[config.mk]
export PLATFORM = sky130hd
export DESIGN_NAME = rainbow_led_pwm_serializer_unit
export DESIGN_NICKNAME = d
export VERILOG_FILES = /design/src/sv/rlps_pkg.sv /design/src/sv/rlps_ram.sv /design/src/sv/rlps_front.sv /design/src/sv/rlps_queue.sv /design/src/sv/rlps_back.sv /design/src/sv/rainbow_led_pwm_serializer_unit.sv
export SDC_FILE = /design/constraint.sdc
export NUM_CORES = 1
export LEC_CHECK = 0
export BUFFER_PORTS_ARGS = -buffer_cell sky130_fd_sc_hd__buf_2
export CELL_PAD_IN_SITES_DETAIL_PLACEMENT = 0
export CELL_PAD_IN_SITES_GLOBAL_PLACEMENT = 1
export CORE_MARGIN = 2
export CORE_UTILIZATION = 25
export DETAILED_ROUTE_END_ITERATION = 6
export GPL_TIMING_DRIVEN = 0
export PLACE_DENSITY_LB_ADDON = 0.1
export SLEW_MARGIN = 10
export SYNTH_ARGS = -nofsm -noshare
export SYNTH_HDL_FRONTEND = slang
export SYNTH_SLANG_ARGS = --single-unit
[constraint.sdc]
create_clock -name clk -period 3.1 [get_ports clk]
set_clock_uncertainty 0.1 [all_clocks]
set_input_delay 0.155 -clock clk [delete_from_list [all_inputs] [get_ports clk]]
set_output_delay 0.155 -clock clk [all_outputs]
set_load 0.01 [all_outputs]
[src/sv/rlps_pkg.sv]
// Shared types, constants and color helpers for the rainbow LED PWM serializer.
// No dependencies; every other file of the block except rlps_ram imports this package.
package rlps_pkg;

  // Command as it arrives on the input port.
  typedef struct packed {
    logic       kind;
    logic [8:0] hue;
  } cmd_t;

  // One serial byte and its end-of-frame flag.
  typedef struct packed {
    logic [7:0] spi_byte;
    logic       frame_end;
  } result_t;

  // Command codes.
  localparam logic KIND_SET_HUE = 1'b0;
  localparam logic KIND_TICK    = 1'b1;

  // Classified command held in the queue: hue already split into a sector and
  // the remainder inside that sector.
  typedef struct packed {
    logic       kind;
    logic [2:0] sector;
    logic [5:0] rem;
  } entry_t;

  localparam int QUEUE_DEPTH = 2;
  localparam int WORD_W      = 16;
  localparam int INIT_IDX_W  = 6;

  localparam logic [8:0] SECTOR_SPAN  = 9'd60;
  localparam logic [5:0] HUE_STEP     = 6'd10;
  localparam logic [5:0] PWM_LAST     = 6'h3E;
  localparam logic [4:0] CHANNEL_FULL = 5'd31;
  localparam logic [2:0] SECTOR_LAST  = 3'd5;
  localparam logic [3:0] SECTOR_WRAP  = 4'd6;

  // Fraction table: f = (32 * rem) / 60 for a remainder inside one sector.
  function automatic logic [4:0] fraction_entry(input int k);
    int v;
    begin
      v = (k * 8) / 15;
      fraction_entry = 5'(v);
    end
  endfunction

  typedef logic [4:0] frac_table_t [64];

  function automatic frac_table_t build_frac_table();
    frac_table_t t;
    begin
      for (int k = 0; k < 64; k++) begin
        t[k] = fraction_entry(k);
      end
      build_frac_table = t;
    end
  endfunction

  localparam frac_table_t FRAC_TABLE = build_frac_table();

  // Full-saturation color word for one sector and fraction, red in 15:11,
  // green in 10:6 and blue in 4:0.
  function automatic logic [WORD_W-1:0] colour_word(input logic [2:0] sector,
                                                    input logic [4:0] f);
    logic [4:0] q;
    logic [4:0] r;
    logic [4:0] g;
    logic [4:0] b;
    begin
      q = CHANNEL_FULL - f;
      case (sector)
        3'd0: begin r = CHANNEL_FULL; g = f;            b = 5'd0;         end
        3'd1: begin r = q;            g = CHANNEL_FULL; b = 5'd0;         end
        3'd2: begin r = 5'd0;         g = CHANNEL_FULL; b = f;            end
        3'd3: begin r = 5'd0;         g = q;            b = CHANNEL_FULL; end
        3'd4: begin r = f;            g = 5'd0;         b = CHANNEL_FULL; end
        default: begin r = CHANNEL_FULL; g = 5'd0;      b = q;            end
      endcase
      colour_word = {r, g, 1'b0, b};
    end
  endfunction

  // Power-up color pattern of the store.
  function automatic logic [WORD_W-1:0] init_word(input logic [INIT_IDX_W-1:0] idx);
    begin
      case (idx)
        6'd2:    init_word = 16'h0800;
        6'd3:    init_word = 16'h003F;
        default: init_word = 16'h0000;
      endcase
    end
  endfunction

  // On/off bits of one LED against the PWM counter: red, green, blue.
  function automatic logic [2:0] led_bits(input logic [WORD_W-1:0] w,
                                          input logic [5:0] cnt);
    logic [5:0] red;
    logic [5:0] grn;
    logic [5:0] blu;
    begin
      red = {w[15:11], 1'b0};
      grn = w[10:5];
      blu = {w[4:0], 1'b0};
      led_bits = {red > cnt, grn > cnt, blu > cnt};
    end
  endfunction

endpackage

[src/sv/rlps_ram.sv]
// Generic single-write, single-read RAM with registered read data.
// No dependencies.
module rlps_ram #(
  parameter int WIDTH = 16,
  parameter int DEPTH = 8
) (
  input  logic                     clk,
  input  logic                     we,
  input  logic [$clog2(DEPTH)-1:0] waddr,
  input  logic [WIDTH-1:0]         wdata,
  input  logic [$clog2(DEPTH)-1:0] raddr,
  output logic [WIDTH-1:0]         rdata
);

  logic [WIDTH-1:0] mem [DEPTH];

  // Write port and registered read port.
  always_ff @(posedge clk) begin
    if (we) begin
      mem[waddr] <= wdata;
    end
    rdata <= mem[raddr];
  end

endmodule

[src/sv/rlps_front.sv]
// Front end: takes commands and reduces the hue to a sector and remainder.
// Depends on rlps_pkg.
module rlps_front
  import rlps_pkg::*;
(
  input  logic   start,
  input  logic   busy,
  input  cmd_t   cmd,
  output logic   push,
  output entry_t push_entry
);

  logic [3:0] sector_raw;
  logic [8:0] base;
  logic [8:0] rem_wide;

  // A transfer happens whenever start meets a free queue slot.
  assign push = start & ~busy;

  // Sector of the raw hue by threshold compares, then fold into 0..5.
  always_comb begin
    sector_raw = 4'd0;
    for (int k = 1; k <= 8; k++) begin
      if (cmd.hue >= 9'(k * 60)) begin
        sector_raw = 4'(k);
      end
    end
    base     = 9'(sector_raw) * SECTOR_SPAN;
    rem_wide = cmd.hue - base;
    push_entry.kind = cmd.kind;
    push_entry.rem  = rem_wide[5:0];
    if (sector_raw >= SECTOR_WRAP) begin
      push_entry.sector = 3'(sector_raw - SECTOR_WRAP);
    end else begin
      push_entry.sector = sector_raw[2:0];
    end
  end

endmodule

[src/sv/rlps_queue.sv]
// Short FIFO of classified commands between the front and back ends.
// Depends on rlps_pkg.
module rlps_queue
  import rlps_pkg::*;
(
  input  logic   clk,
  input  logic   rst,
  input  logic   push,
  input  entry_t push_entry,
  input  logic   pop,
  output entry_t head,
  output logic   not_empty,
  output logic   full
);

  localparam int PTR_W = $clog2(QUEUE_DEPTH);
  localparam int CNT_W = $clog2(QUEUE_DEPTH + 1);

  entry_t             slots [QUEUE_DEPTH];
  logic [PTR_W-1:0]   wr_ptr;
  logic [PTR_W-1:0]   rd_ptr;
  logic [CNT_W-1:0]   count;

  assign head      = slots[rd_ptr];
  assign not_empty = (count != '0);
  assign full      = (count == CNT_W'(QUEUE_DEPTH));

  // Pointer and fill bookkeeping.
  always_ff @(posedge clk) begin
    if (rst) begin
      wr_ptr <= '0;
      rd_ptr <= '0;
      count  <= '0;
    end else begin
      if (push) begin
        wr_ptr <= (wr_ptr == PTR_W'(QUEUE_DEPTH - 1)) ? '0 : wr_ptr + 1'b1;
      end
      if (pop) begin
        rd_ptr <= (rd_ptr == PTR_W'(QUEUE_DEPTH - 1)) ? '0 : rd_ptr + 1'b1;
      end
      if (push && !pop) begin
        count <= count + 1'b1;
      end else if (pop && !push) begin
        count <= count - 1'b1;
      end
    end
  end

  // Entry storage.
  always_ff @(posedge clk) begin
    if (push) begin
      slots[wr_ptr] <= push_entry;
    end
  end

endmodule

[src/sv/rlps_back.sv]
// Back end: rewrites the color store or streams one PWM frame per tick.
// Depends on rlps_pkg and rlps_ram.
module rlps_back
  import rlps_pkg::*;
#(
  parameter int LED_COUNT = 8
) (
  input  logic    clk,
  input  logic    rst,
  input  entry_t  head,
  input  logic    not_empty,
  output logic    pop,
  output result_t result,
  output logic    result_valid
);

  localparam int IDX_W = $clog2(LED_COUNT);
  localparam logic [IDX_W-1:0] IDX_LAST  = IDX_W'(LED_COUNT - 1);
  localparam logic [IDX_W-1:0] PAIR_LAST = IDX_W'((LED_COUNT / 2) * 2 - 1);

  typedef enum logic [1:0] {
    B_IDLE,
    B_SET,
    B_TICK
  } state_t;

  state_t            state;
  logic [IDX_W-1:0]  idx;
  logic [2:0]        sector;
  logic [5:0]        rem;
  logic [5:0]        pwm_count;
  logic              loaded;
  logic              rd_valid;
  logic [IDX_W-1:0]  rd_idx;
  logic [2:0]        even_bits;

  logic [6:0]        rem_step;
  logic [WORD_W-1:0] wdata;
  logic [WORD_W-1:0] rdata;
  logic [WORD_W-1:0] word;
  logic [2:0]        bits;
  logic              we;

  // Color store.
  rlps_ram #(
    .WIDTH (WORD_W),
    .DEPTH (LED_COUNT)
  ) u_store (
    .clk   (clk),
    .we    (we),
    .waddr (idx),
    .wdata (wdata),
    .raddr (idx),
    .rdata (rdata)
  );

  // Hue walk and color conversion for the LED being written. The step is one bit
  // wider than the remainder so that a remainder near the sector end does not wrap.
  assign rem_step = {1'b0, rem} + {1'b0, HUE_STEP};
  assign wdata    = colour_word(sector, FRAC_TABLE[rem]);
  assign we       = (state == B_SET);
  assign pop      = (state == B_IDLE) && not_empty;

  // Until the first rewrite the store reads as its power-up pattern.
  assign word = loaded ? rdata : init_word(INIT_IDX_W'(rd_idx));
  assign bits = led_bits(word, pwm_count);

  // Sequencer and output register.
  always_ff @(posedge clk) begin
    if (rst) begin
      state        <= B_IDLE;
      idx          <= '0;
      pwm_count    <= '0;
      loaded       <= 1'b0;
      rd_valid     <= 1'b0;
      result_valid <= 1'b0;
    end else begin
      rd_valid <= (state == B_TICK);
      rd_idx   <= idx;

      case (state)
        B_IDLE: begin
          idx <= '0;
          if (not_empty) begin
            if (head.kind == KIND_SET_HUE) begin
              sector <= head.sector;
              rem    <= head.rem;
              state  <= B_SET;
            end else begin
              pwm_count <= (pwm_count == PWM_LAST) ? '0 : pwm_count + 1'b1;
              state     <= B_TICK;
            end
          end
        end
        B_SET: begin
          if (rem_step >= SECTOR_SPAN[6:0]) begin
            rem    <= 6'(rem_step - SECTOR_SPAN[6:0]);
            sector <= (sector == SECTOR_LAST) ? 3'd0 : sector + 1'b1;
          end else begin
            rem <= rem_step[5:0];
          end
          if (idx == IDX_LAST) begin
            loaded <= 1'b1;
            state  <= B_IDLE;
          end else begin
            idx <= idx + 1'b1;
          end
        end
        B_TICK: begin
          if (idx == PAIR_LAST) begin
            state <= B_IDLE;
          end else begin
            idx <= idx + 1'b1;
          end
        end
        default: begin
          state <= B_IDLE;
        end
      endcase

      // Pair the LEDs into bytes as read data returns.
      result_valid <= rd_valid && rd_idx[0];
      if (rd_valid) begin
        if (!rd_idx[0]) begin
          even_bits <= bits;
        end else begin
          result.spi_byte  <= {1'b0, even_bits, bits, 1'b0};
          result.frame_end <= (rd_idx == PAIR_LAST);
        end
      end
    end
  end

endmodule

[src/sv/rainbow_led_pwm_serializer_unit.sv]
// Rainbow LED PWM serializer: a set_hue command makes one store write per LED in the
// back end; a tick makes one store read per paired LED on the single read port and
// gives one byte per pair of LEDs.
// With the back end idle, a tick's first byte passes the queue, the registered store read and the output register.
// busy is high while the two-entry command queue is full; the receiver cannot stall.
// Synchronous reset restores the power-up color pattern and clears the PWM counter.
module rainbow_led_pwm_serializer_unit
  import rlps_pkg::*;
#(
  parameter int LED_COUNT = 8
) (
  input  logic    clk,
  input  logic    rst,
  input  logic    start,
  output logic    busy,
  input  cmd_t    cmd,
  output result_t result,
  output logic    result_valid
);

  logic   push;
  entry_t push_entry;
  logic   pop;
  entry_t head;
  logic   not_empty;

  // Command intake and hue reduction.
  rlps_front u_front (
    .start      (start),
    .busy       (busy),
    .cmd        (cmd),
    .push       (push),
    .push_entry (push_entry)
  );

  // Decoupling queue.
  rlps_queue u_queue (
    .clk        (clk),
    .rst        (rst),
    .push       (push),
    .push_entry (push_entry),
    .pop        (pop),
    .head       (head),
    .not_empty  (not_empty),
    .full       (busy)
  );

  // Store update and frame streaming.
  rlps_back #(
    .LED_COUNT (LED_COUNT)
  ) u_back (
    .clk          (clk),
    .rst          (rst),
    .head         (head),
    .not_empty    (not_empty),
    .pop          (pop),
    .result       (result),
    .result_valid (result_valid)
  );

endmodule

; After elaboration in Yosys (flattened, before gate mapping)
; Memories as Yosys holds them, arrays and structs flattened. A register that Yosys moved wholly into a read port is not among the register bits.
; Cells that the tools add are included.
[totals]
ff_bits = 56
latchBits = 0
ram_bits = 140
mem_bits_ro = 320
output_inout_bits = 11
wordCells = 136
mem_count = 3
[memory_table]
columns = memory, depth, word_bits, rd, rd_ports_with_merged_regs, write_ports, line
row1 = (name not given), 64, 5, 1, 0, 0, rlps_back.sv:60  ; assign wdata = colour_word(sector, FRAC_TABLE[rem]);
row2 = u_back.u_store.mem, 8, 15, 1, 1, 1, rlps_ram.sv:15  ; logic [WIDTH-1:0] mem [DEPTH];
row3 = u_queue.slots, 2, 10, 1, 1, 1, rlps_queue.sv:19  ; entry_t slots [QUEUE_DEPTH];
[op_classes]
addsub = 12
multipliers = 1
div = 0
magnitude_cmp = 14
eq_ne = 18
shift = 0
muxes = 42
n_bitwise = 5
reduce_logical = 25
[op_table]
columns = operator, n
row1 = 5-bit case mux with 3 select lines, 3
row2 = "9-bit >= comparator, second input constant", 4
row3 = 3-bit two-way mux, 10
row4 = 6-bit two-way mux, 4
row5 = 12-bit case mux with 2 select lines, 1
row6 = "9-bit by 8-bit >= comparator with 1-bit output, second input constant", 2
row7 = 6-bit greater-than comparator, 3
row8 = 16-bit two-way mux, 1
row9 = 2-bit two-way mux, 7
row10 = "3-bit by 2-bit equality test with 1-bit output, second input constant", 4
row11 = "3-bit equality test, second input constant", 4
row12 = 3-bit case mux with 2 select lines, 2
row13 = 6-bit case mux with 2 select lines, 1
row14 = 5-bit two-way mux, 2
row15 = 2-bit OR reduction, 5
row16 = "9-bit by 6-bit >= comparator with 1-bit output, second input constant", 1
row17 = "9-bit by 7-bit >= comparator with 1-bit output, second input constant", 1
row18 = 1-bit two-way mux, 9
row19 = 3-bit AND reduction, 3
row20 = 2-bit nonzero test, 4
row21 = "6-bit by 4-bit adder with 7-bit output, second input constant", 1
row22 = "7-bit by 6-bit >= comparator with 1-bit output, second input constant", 1
row23 = "7-bit >= comparator, second input constant", 1
row24 = 6-bit NOT with 7-bit output, 1
row25 = 28 further kinds, 42

; Longest topological paths before layout
; Gate-level depths: netlist of run 1.
[logic_depth]
depth_word = 11
depth_mapped = 12
mapped_depth_nobuf = 11

; Hierarchy
; Synthesis of run 1 repeated with hierarchy kept, for this count alone.
[hier_totals]
cells_unflattened = 667
area_unflattened_um2 = 9644.2
[by_module_without_submodules]
columns = mod, n_inst, cells_per_inst, area_each_um2
row1 = rlps_ram, 1, 214, 5293.8
row2 = rlps_back, 1, 341, 2996.6
row3 = rlps_queue, 1, 53, 928.4
row4 = rlps_front, 1, 59, 425.4

; Worst setup path before layout of run 1
; Ideal clock, no wire load.
[synth_path]
kind = input -> register
start = input port cmd[7] (netlist bit)
end = memory u_queue.slots[0][5] (netlist bit), data pin
setup_time_ps = 264
arrival_time_ps = 2290
required_ps = 2736
setup_slack_ps = 446
stages = 11
path_cell_list = buf_2 maj3_1 o21ai_0 nand2b_1 a41oi_1 ha_1 ha_1 a21o_1 a21oi_1 xor2_1 xnor2_1
[synth_lines]
columns = element, line
row1 = "start, declared", rainbow_led_pwm_serializer_unit.sv:16  ; input cmd_t cmd,
row2 = "end, declared", rlps_queue.sv:19

; Worst setup path after layout of run 1
[layout_path]
start = register u_back.rem[1]
end = memory u_back.u_store.mem[1][2] (netlist bit), data pin
[layout_via]
elab_chain_cells = 6
[layout_lines]
columns = element, line
row1 = "start, declared", rlps_back.sv:30  ; logic [5:0] rem;
row2 = "start signal, assigned", rlps_back.sv:87  ; rem <= head.rem;
row3 = "start signal, assigned", rlps_back.sv:97  ; rem <= 6'(rem_step - SECTOR_SPAN[6:0]);
row4 = "start signal, assigned", rlps_back.sv:100  ; rem <= rem_step[5:0];
row5 = 6-bit NOT with 7-bit output (not written as such) (*), rlps_back.sv:60
row6 = memory 64 x 5 bit (*), n/a
row7 = 5-bit two-way mux (not written as such) (*) (2 in series), rlps_back.sv:60
row8 = 5-bit subtractor, rlps_pkg.sv:72  ; q = CHANNEL_FULL - f;
row9 = 5-bit case mux with 3 select lines (*), rlps_pkg.sv:73  ; case (sector)
row10 = via u_back.u_store.wdata[2], rlps_ram.sv:10  ; input logic [WIDTH-1:0] wdata,
row11 = "end, declared", rlps_ram.sv:15
; Mark *: on every way through the listed nets, which the timed path passes. The rest lies on a longest branch. The select of a mux whose other input is x is not followed.

==> results of run 1 <==
[layout make-up]
type                            instances  area [um2]
Buffer                                 34         165
Clock buffer                           25         475
Sequential cell                       196        5550
Fill cell                            3620       25100
Inverter                               33         124
Multi-Input combinational cell        395        3300
Timing Repair Buffer                   35         270
Clock inverter                          7        52.6
Tap cell                              461         577
[final timing paths]
kind                                              to  cells after the start  slack, ps                     startpoint
hold / removal           u_queue.wr_ptr$_SDFFE_PP0P_                      4         30                          start
setup / recovery  u_back.u_store.mem[1][2]$_DFFE_PP_                      8        210        u_back.rem[1]$_DFFE_PP_
setup reg to reg  u_back.u_store.mem[1][2]$_DFFE_PP_                      8        210        u_back.rem[1]$_DFFE_PP_
hold reg to reg           u_back.result[7]$_DFFE_PP_                      0        330  u_back.even_bits[2]$_DFFE_PP_
[registers in the layout, indices dropped and copies added, names as in the netlist, named ones only]
signal	count
u_back.u_store.mem	120
u_back.rd_valid	1
u_back.idx	3
u_back.rd_idx	3
u_queue.count	2
u_back.u_store.rdata	15
u_back.state	2
u_back.sector	3
u_queue.rd_ptr	1
u_queue.wr_ptr	1
u_back.loaded	1
u_back.pwm_count	6
u_back.rem	6
u_back.even_bits	3
u_back.result	7
u_back.result_valid	1
u_queue.slots	20
[critical path, delay by kind of cell, from the launching register on]
kind                     cells  cell delay [ps]
AND/OR/NAND/NOR              2              800
buffers and inverters        2              330
flip-flops                   1              470
multiplexers                 1              150
AO/OA/AOI/OAI                2              490
adder cells (fa/ha/maj)      1              250
[cell usage in the layout (no fill, tap or decap), types with 3 or more instances in the layout]
master and count:
edfxtp_1 162, ha_1 40, nand2_1 39, nor2_1 35, dfxtp_1 34, inv_1 32
a21oi_1 31, mux4_2 31, buf_2 28, clkbuf_1 23, o21ai_0 22, clkbuf_16 17
mux2_2 16, and2_1 14, buf_4 13, nor2b_1 12, a21o_1 11, nand2b_1 10
nand3_1 9, a31oi_1 9, nand4_1 8, xnor2_1 8, and3_1 7, mux2i_1 7
a211oi_1 7, nor2_2 7, buf_8 6, xor2_1 5, o211ai_1 4, o22a_1 4
clkinvlp_4 4, dlygate4sd3_1 4, nor3_1 3, o21a_1 3, a22oi_1 3
[per-layer routing]
metal,up-vias,wire length (um),GRT usage [%]
met4,0,255,3.82
met3,18,402,1.96
met5,-,0,0
met2,79,10900,20.5
li1,2614,-,-
met1,2745,9740,14.4
[cell families (layout without fill, tap and decap cells)]
group,Yosys count,after routing,share of synthesized area (%)
xor+xnor,13,13,1.26
fa+ha+maj,42,42,5.85
buf+inv,67,134,3.19
compound gates,126,126,9.31
mux,54,54,10.5
flops,196,196,61.1
simple gates,158,158,8.77
other cells,1,2,0.0413
[power by group through the flow]
stage	Clock [mW]	Sequential, mW	Combinational [mW]
6_report	1.99	3.80	3.01
5_1_grt	2.16	3.83	3.35
4_1_cts	2.07	3.82	2.98
3_5_place_dp	0	3.88	2.94
3_3_place_gp	0	3.88	2.84
2_1_floorplan	0	3.76	2.09
[through the flow]
| step | util, % | setup slack (ps) | TNS, ps | hold slack [ps] | cells |
|---|---|---|---|---|---|
| floorplan | - | 446 | 0 | 124 | 658 |
| global placement | 27.3 | -1230 | -55140 | 245 | 1138 |
| detailed placement | 27.7 | -314 | -4670 | 247 | 1147 |
| CTS | 29.3 | 6.61 | 0 | 18.1 | 1183 |
| global route | 29.5 | 0.546 | 0 | 59.1 | 1186 |
| finish | 29.5 | 207 | 0 | 34.2 | 1186 |
[repair_timing]
item                                    4_1_cts  5_1_grt
gates resized for setup                       2        4
hold endpoints to repair                      8        0
hold buffers                                  4        0
endpoints found under the setup margin       16       53
buffers inserted                              0        3
pin swaps                                     0        1
==> flow_summary_export.csv, run 1 <==
group,metric,value,unit
status,status,"finished clean",
setup_path,crit_chain,"buf_4, inv_1, ha_1, nor2b_1, o21ai_0, o32ai_2, mux2i_1, nor2_1",
yosys,syn_avg_cell_area,13.8,um2
floorplanning,core,0.0357,mm2
power,power,8.80,mW
run,drv_cap,0,
yosys,synth.top_cell.area_share,53.6,%
cells_and_area,antenna_cells,0,
drt,wire_per_inst,18.0,um
clock_network,h-tree-depth,4,
timing,worst_pin_slew,974,ps
timing,period_needed,2890,ps
yosys,async_flop_share,0,%
cells_and_area,drive_above_1_share,19.4,%
power,ir_drop,368,uV
yosys,synthFlopType,"edfxtp_1",
cells_and_area,area_growth,15.9,%
global_route,grt_max_degree,17,
clock_network,cts_num_sinks,196,
floorplanning,die_h,194,um
setup_path,cp_max_fo,8,
global_route,grt_pass1_vias,5711,
yosys,synth.most_common_cell,"edfxtp_1",
setup_path,crit_type,"flop to flop",
power,power_density,837,mW/mm2
drt,vias,5456,
global_route,antenna_found_initial,0,
yosys,synth_top_area_cell,"edfxtp_1",
yosys,synth_cell_types,67,
drt,drt-total-wl,21300,um
setup_path,cp_data_arrival_time,2910,ps
yosys,synth_seq_cells,196,
yosys,synth-edff-count,162,
place,portBuffers,19,
place,dp_hpwl,15800,um
drt,drt_first_pass_iters,4,
setup_path,worstPathRequired,3120,ps
timing,rsz0062_at_grt,"no",
power,p_clk_share,22.6,%
place,globalplace.congestion,0.787,
power,p_leak,3.63,nW
clock_network,clk_pin_slew,60,ps
clock_network,cts_tree,"built",
floorplanning,die_area,0.0378,mm2
floorplanning,dieWidth,194,um
cells_and_area,design_area,0.0105,mm2
place,postPlaceCellArea,0.00988,mm2
timing,hold_viol_final,0,
power,pwr-share-seq,43.2,%
hold_path,worst_hold_path_type,"input port to flop",
clock_network,clk_latency,430,ps
global_route,gr-usage-all-layers,11.6,%
power,p_switching,2.97,mW
power,power.internal,5.83,mW
yosys,syn_area,0.00907,mm2
drt,viasPerCell,4.60,
yosys,netlist_top_cells_count,"edfxtp_1, nor2_1, ha_1, nand2_1, dfxtp_1",
clock_network,cts_buffer_depth,2,
floorplanning,pin_count,24,
timing,slew_headroom,34.4,%
yosys,synthCells,657,
power,swShare,33.8,%
yosys,seq_area_frac_synth,61.1,%
floorplanning,num_rows,69,
drt,drc,0,
timing,fmax,0.346,GHz
yosys,ys_top_cells_by_area,"edfxtp_1, mux4_2, dfxtp_1, ha_1, mux2_2",
yosys,ys_warn_count,0,
setup_path,crit_path_start_kind,"flop",
timing,setup_viol,0,
global_route,overflow,0,
setup_path,crit_slowest_cell,"nor2_1",
cells_and_area,layout.nets,766,
drt,antenna_left,0,
power,pwr-share-comb,34.2,%
setup_path,cpPeakStageDelay,610,ps
floorplanning,start_util,25.4,%
drt,drt_iter0_markers,266,
timing,slew_viol_final,0,
timing,finalCritPeriodShare,93.3,%
setup_path,critPathCaptureType,"flop",
clock_network,cts_root_buf,"clkbuf_16",
clock_network,cts_buffers,17,
global_route,grt_pass1_wl,33100,um
No activity file was read; power rests on OpenSTA's default activity.
==> run 2: changes to the inputs <==
--- a/config.mk
+++ b/config.mk
@@ -10,6 +10,7 @@
 export CELL_PAD_IN_SITES_GLOBAL_PLACEMENT = 1
 export CORE_MARGIN = 2
 export CORE_UTILIZATION = 25
+export CTS_BUF_LIST = sky130_fd_sc_hd__clkbuf_2
 export DETAILED_ROUTE_END_ITERATION = 6
 export GPL_TIMING_DRIVEN = 0
 export PLACE_DENSITY_LB_ADDON = 0.1
==> run 2 against run 1 <==
  * Via count rose by 1.4%
  * Total power fell by 10%
  * Sequential share of layout area rose by 0.60 points
  * Maximum frequency fell by 2.4%
  * Critical path type is now input port to flop
  * Wire length rose by 0.59%
  * Combinational power rose by 2%
==> flow_summary_export.csv, run 2 (synthesized netlist as in run 1, its figures left out) <==
group,metric,value,unit
status,status,"finished clean",
timing,fin_setup_tns,0,ps
run,drv_cap,0,
cells_and_area,top_regs,"u_back.u_store.mem: 120 flops, u_queue.slots: 20 flops, u_back.u_store.rdata: 15 flops",
setup_path,crit_chain,"dlygate4sd3_1, buf_2, maj3_1, o21ai_0, nand2b_1, a41oi_2, ha_2, xnor2_1, ha_1, dlygate4sd3_1, a21oi_2, xor2_1, xnor2_1",
drt,drt_first_pass_iters,6,
drt,drt-total-wl,21400,um
timing,worst_pin_slew,958,ps
floorplanning,dieWidth,194,um
cells_and_area,layout.nets,786,
setup_path,cpLargestDelayFamily,"buffers and inverters",
cells_and_area,largest_register_ffs,120,
timing,setup_viol,0,
clock_network,cts_tree,"built",
hold_path,worst_hold_path_type,"input port to flop",
clock_network,cts_buffer_depth,2,
drt,wire_per_inst,17.8,um
global_route,met1_usage,14.4,%
timing,rsz0062_at_grt,"no",
place,dp_hpwl,15800,um
timing,finalCritPeriodShare,95.6,%
cells_and_area,fill_cells,3661,
timing,period_needed,2960,ps
setup_path,cp_max_fo,8,
clock_network,h-tree-depth,4,
global_route,grt_pass1_wl,33300,um
setup_path,cpPeakStageDelay,590,ps
cells_and_area,area_growth,14.6,%
drt,drt_iter0_markers,266,
floorplanning,start_util,25.4,%
global_route,busiest_layer,"met2",
setup_path,crit_type,"input port to flop",
global_route,grt_max_degree,17,
clock_network,cts_root_buf,"clkbuf_2",
setup_path,crit_path_start_kind,"input port",
setup_path,cp_data_arrival_time,3420,ps
drt,antenna_left,0,
setup_path,critPathCaptureType,"flop",
setup_path,path_buf_inv,3,
place,postPlaceCellArea,0.00988,mm2
timing,slew_headroom,35.4,%
global_route,gr-usage-all-layers,11.6,%
power,ir_drop,254,uV
global_route,overflow,0,
cells_and_area,design_area,0.0104,mm2
floorplanning,die_h,194,um
floorplanning,core,0.0357,mm2
drt,drc,0,
floorplanning,num_rows,69,
global_route,grt_use_met3,1.96,%
timing,fmax,0.337,GHz
global_route,use_met2,20.6,%
cells_and_area,drive_above_1_share,20.4,%
clock_network,clk_pin_slew,270,ps
setup_path,crit_slowest_cell,"dlygate4sd3_1",
floorplanning,die_area,0.0378,mm2
timing,slew_viol_final,0,
setup_path,worstPathRequired,3560,ps
global_route,grt_pass1_vias,5786,
clock_network,cts_buffers,17,
cells_and_area,top_register,"u_back.u_store.mem",
place,portBuffers,19,
clock_network,clk_latency,760,ps
clock_network,cts_num_sinks,196,
drt,viasPerCell,4.58,
cells_and_area,fin_util,29.2,%
cells_and_area,final_cell_mix,"edfxtp_1, nand2_1, ha_1",
drt,vias,5532,
power,p_leak,3.59,nW
cells_and_area,layout_commonest_cell,"edfxtp_1",
timing,hold_viol_final,0,
place,globalplace.congestion,0.787,
power,power_density,761,mW/mm2
floorplanning,pin_count,24,
global_route,antenna_found_initial,1,
[run 2: cell count changes in the layout (fill, tap and decap cells not counted), moves of 2 or more]
cell           previous run  this run
clkbuf_1                 23        16
clkbuf_8                  2         0
dlygate4sd3_1             4        23
clkbuf_16                17         0
clkinv_1                  1         3
clkbuf_2                  0        23
[run 2: layer usage]
metal / vias to the layer above / wire length (um)
met1: 2804 / 9950
met4: 0 / 309
li1: 2653 / -
met3: 20 / 345
met5: - / 0
met2: 55 / 10800
[run 2: path summary, 6_finish.rpt]
kind / start / to / slack, ps / depth (start not counted)
setup / recovery: cmd[3] / u_queue.slots[1][5]$_DFFE_PP_ / 140 / 13
hold / removal: start / u_queue.wr_ptr$_SDFFE_PP0P_ / 210 / 5
setup reg to reg: u_back.rem[1]$_DFFE_PP_ / u_back.sector[1]$_DFFE_PP_ / 260 / 10
hold reg to reg: u_back.even_bits[2]$_DFFE_PP_ / u_back.result[7]$_DFFE_PP_ / 370 / 0
[run 2: power by group]
group	internal, mW	leakage, nW	switching (mW)	total [mW]
clock	0.224	0.112	0.827	1.05
combinational	1.20	1.73	1.87	3.07
sequential	3.59	1.75	0.197	3.79
[run 2: cell type report]
cell class,instances,area (um2),area share (%)
clock buffers,23,115,1.11
repair buffers,56,473,4.55
multi-input cells,395,3340,32.1
flip-flops and latches,196,5550,53.4
clock inverters,9,60.1,0.578
well taps,461,577,5.55
diodes,1,2.50,0.0241
inverters,33,124,1.19
plain buffers,33,161,1.55
[run 2: stage by stage]
stage / hold WS [ps] / worst slack, ps / total power [mW] / instances
2_1_floorplan: 124 / 446 / 5.84 / 658
3_3_place_gp: 245 / -1230 / 6.72 / 1138
3_5_place_dp: 247 / -314 / 6.81 / 1147
4_1_cts: 108 / 25.0 / 7.95 / 1203
5_1_grt: 168 / 38.2 / 8.47 / 1207
6_report: 213 / 136 / 7.91 / 1207
[run 2: timing repair]
| action | in CTS | in global routing |
|---|---|---|
| setup endpoints to repair | 24 | 47 |
| endpoints found under the hold margin | 73 | 0 |
| buffers inserted | 0 | 5 |
| pin swaps | 0 | 2 |
| gates resized for setup | 3 | 9 |
| hold buffers | 24 | 0 |
[run 2: worst reg2reg max path, cell delays in order, from the launching register on]
cell	delay, ps
edfxtp_1	570
ha_1	350
ha_1	360
inv_1	70
ha_1	240
nand2_1	120
a21boi_0	200
o211ai_1	120
buf_4	190
nand3_1	70
and2_1	200
==> run 3: changes to the inputs <==
--- a/config.mk
+++ b/config.mk
@@ -6,8 +6,8 @@
 export NUM_CORES = 1
 export LEC_CHECK = 0
 export BUFFER_PORTS_ARGS = -buffer_cell sky130_fd_sc_hd__buf_2
-export CELL_PAD_IN_SITES_DETAIL_PLACEMENT = 0
-export CELL_PAD_IN_SITES_GLOBAL_PLACEMENT = 1
+export CELL_PAD_IN_SITES_DETAIL_PLACEMENT = 1
+export CELL_PAD_IN_SITES_GLOBAL_PLACEMENT = 2
 export CORE_MARGIN = 2
 export CORE_UTILIZATION = 25
 export CTS_BUF_LIST = sky130_fd_sc_hd__clkbuf_2
==> run 3 against run 2 <==
  * Wire length increased by 8.0%
  * Worst setup slack better by 44 ps
  * Final cell count is essentially flat
  * Sequential power barely moved
  * Hold slack worse by 40 ps
  * Combinational power about the same
  * Sequential share of layout area rose by 0.058 points
==> flow_summary_export.csv, run 3 (synthesized netlist as in run 1, its figures left out) <==
group,metric,value,unit
global_route,grt_pass1_vias,5953,
drt,drt_first_pass_iters,5,
drt,wire_per_inst,19.2,um
timing,worst_pin_slew,910,ps
timing,slew_headroom,38.7,%
setup_path,cpPeakStageDelay,590,ps
timing,slew_viol_final,0,
cells_and_area,top_regs,"u_back.u_store.mem: 120 flops, u_queue.slots: 20 flops, u_back.u_store.rdata: 15 flops",
clock_network,cts_buffers,17,
setup_path,critPathCaptureType,"flop",
timing,rsz0062_at_grt,"no",
setup_path,cp_data_arrival_time,3340,ps
power,p_clk_share,15.3,%
floorplanning,die_area,0.0378,mm2
global_route,overflow,0,
setup_path,crit_type,"flop to flop",
cells_and_area,area_growth,14.5,%
power,ir_drop,266,uV
timing,period_needed,2920,ps
hold_path,worst_hold_path_type,"input port to flop",
drt,vias,5578,
cells_and_area,fill_cells,3831,
clock_network,cts_num_sinks,196,
power,swShare,37.3,%
floorplanning,dieWidth,194,um
floorplanning,die_h,194,um
clock_network,cts_root_buf,"clkbuf_2",
setup_path,crit_slowest_cell,"a211oi_2",
setup_path,path_buf_inv,0,
place,globalplace.congestion,0.733,
power,pwr-share-seq,46.7,%
timing,finalCritPeriodShare,94.2,%
global_route,antenna_found_initial,1,
status,status,"finished clean",
timing,setup_viol,0,
power,power_density,780,mW/mm2
setup_path,cp_max_fo,8,
power,p_switching,3.02,mW
cells_and_area,largest_register_ffs,120,
clock_network,clk_latency,790,ps
floorplanning,pin_count,24,
drt,drc,0,
clock_network,clk_pin_slew,280,ps
clock_network,cts_tree,"built",
power,p_leak,3.61,nW
cells_and_area,layout.nets,784,
cells_and_area,layout_commonest_cell,"edfxtp_1",
setup_path,cpLargestDelayFamily,"compound AO/OA/AOI/OAI gates",
global_route,gr-usage-all-layers,12.6,%
drt,drt-total-wl,23100,um
clock_network,cts_buffer_depth,2,
timing,worst_slack,180,ps
power,power,8.10,mW
drt,antenna_left,0,
place,place_ws,-316,ps
cells_and_area,drive_above_1_share,19.7,%
global_route,grt_pass1_wl,35700,um
run,drv_cap,0,
global_route,grt_max_degree,19,
place,dp_hpwl,16900,um
floorplanning,core,0.0357,mm2
place,portBuffers,19,
drt,drt_iter0_markers,313,
timing,hold_viol_final,0,
setup_path,worstPathRequired,3520,ps
cells_and_area,final_cell_mix,"edfxtp_1, ha_1, nand2_1",
floorplanning,num_rows,69,
cells_and_area,top_register,"u_back.u_store.mem",
setup_path,crit_chain,"ha_1, mux2_2, o21ai_0, nand4_1, and2_1, a211oi_2",
timing,fmax,0.343,GHz
floorplanning,start_util,25.4,%
drt,viasPerCell,4.63,
power,power.internal,5.08,mW
power,pwr-share-comb,38.0,%
clock_network,h-tree-depth,4,
setup_path,crit_path_start_kind,"flop",
==> run 3: cell count changes in the layout (fill, tap and decap cells not counted), moves of 2 or more <==
| cell | delta |
|---|---|
| clkinvlp_4 | -4 |
| dlygate4sd3_1 | -3 |
| inv_6 | +2 |
| clkinv_4 | +2 |
| a211oi_4 | -2 |
| buf_6 | +3 |
| buf_4 | -2 |
| clkbuf_2 | -5 |
| a211oi_2 | +2 |
==> run 3: path summary, 6_finish.rpt <==
| path | cells after the start | end | from | slack, ps |
|---|---|---|---|---|
| hold / removal | 5 | u_queue.wr_ptr$_SDFFE_PP0P_ | start | 170 |
| hold reg to reg | 0 | u_back.result[7]$_DFFE_PP_ | u_back.even_bits[2]$_DFFE_PP_ | 360 |
| setup / recovery | 6 | u_back.u_store.mem[0][1]$_DFFE_PP_ | u_back.rem[1]$_DFFE_PP_ | 180 |
| setup reg to reg | 6 | u_back.u_store.mem[0][1]$_DFFE_PP_ | u_back.rem[1]$_DFFE_PP_ | 180 |
==> run 3: repair_timing <==
item                                   CTS  global route
setup buffers                            0             4
setup endpoints to repair               24            32
gates resized for setup                  3             1
endpoints found under the hold margin   77             0
hold buffers                            20             0
==> run 3: power by group through the flow <==
| stage | clock network (mW) | registers (mW) | logic, mW |
|---|---|---|---|
| global placement | 0 | 3.86 | 2.89 |
| finish | 1.24 | 3.78 | 3.07 |
| CTS | 1.32 | 3.80 | 3.10 |
| floorplan | 0 | 3.76 | 2.09 |
| global route | 1.39 | 3.83 | 3.42 |
| detailed placement | 0 | 3.86 | 3.02 |
==> run 3: final cells by class <==
cell class,instances,area (um2),share of cell area (%)
flip-flops and latches,196,5550,53.4
diodes,2,5.00,0.0482
clock inverters,14,131,1.27
repair buffers,53,457,4.40
inverters,33,124,1.19
well taps,461,577,5.56
clock buffers,18,90.1,0.868
plain buffers,34,165,1.59
multi-input cells,395,3290,31.7
==> run 3: per-layer routing <==
layer	vias up	wire length [um]	track usage [%]
met3	11	379	2.29
li1	2642	-	-
met5	-	0	0
met1	2883	10800	16.4
met4	0	267	3.42
met2	42	11700	21.6
==> run 3: metrics by stage <==
step           instances  instance area [um2]  TNS (ps)  hold WS [ps]  util, %
2_1_floorplan        658                 9070         0           124        -
3_3_place_gp        1138                 9750    -64520           248     27.3
3_5_place_dp        1148                 9900     -3190           252     27.8
4_1_cts             1200                10300         0          40.5     29.0
5_1_grt             1206                10400         0           121     29.1
6_report            1206                10400         0           173     29.1
==> run 3: worst min-delay path: cells and delay by family <==
kind / cells / cell delay, ps
AND/OR/NAND/NOR: 2 / 130
buffers and inverters: 2 / 630
XOR/XNOR: 1 / 140
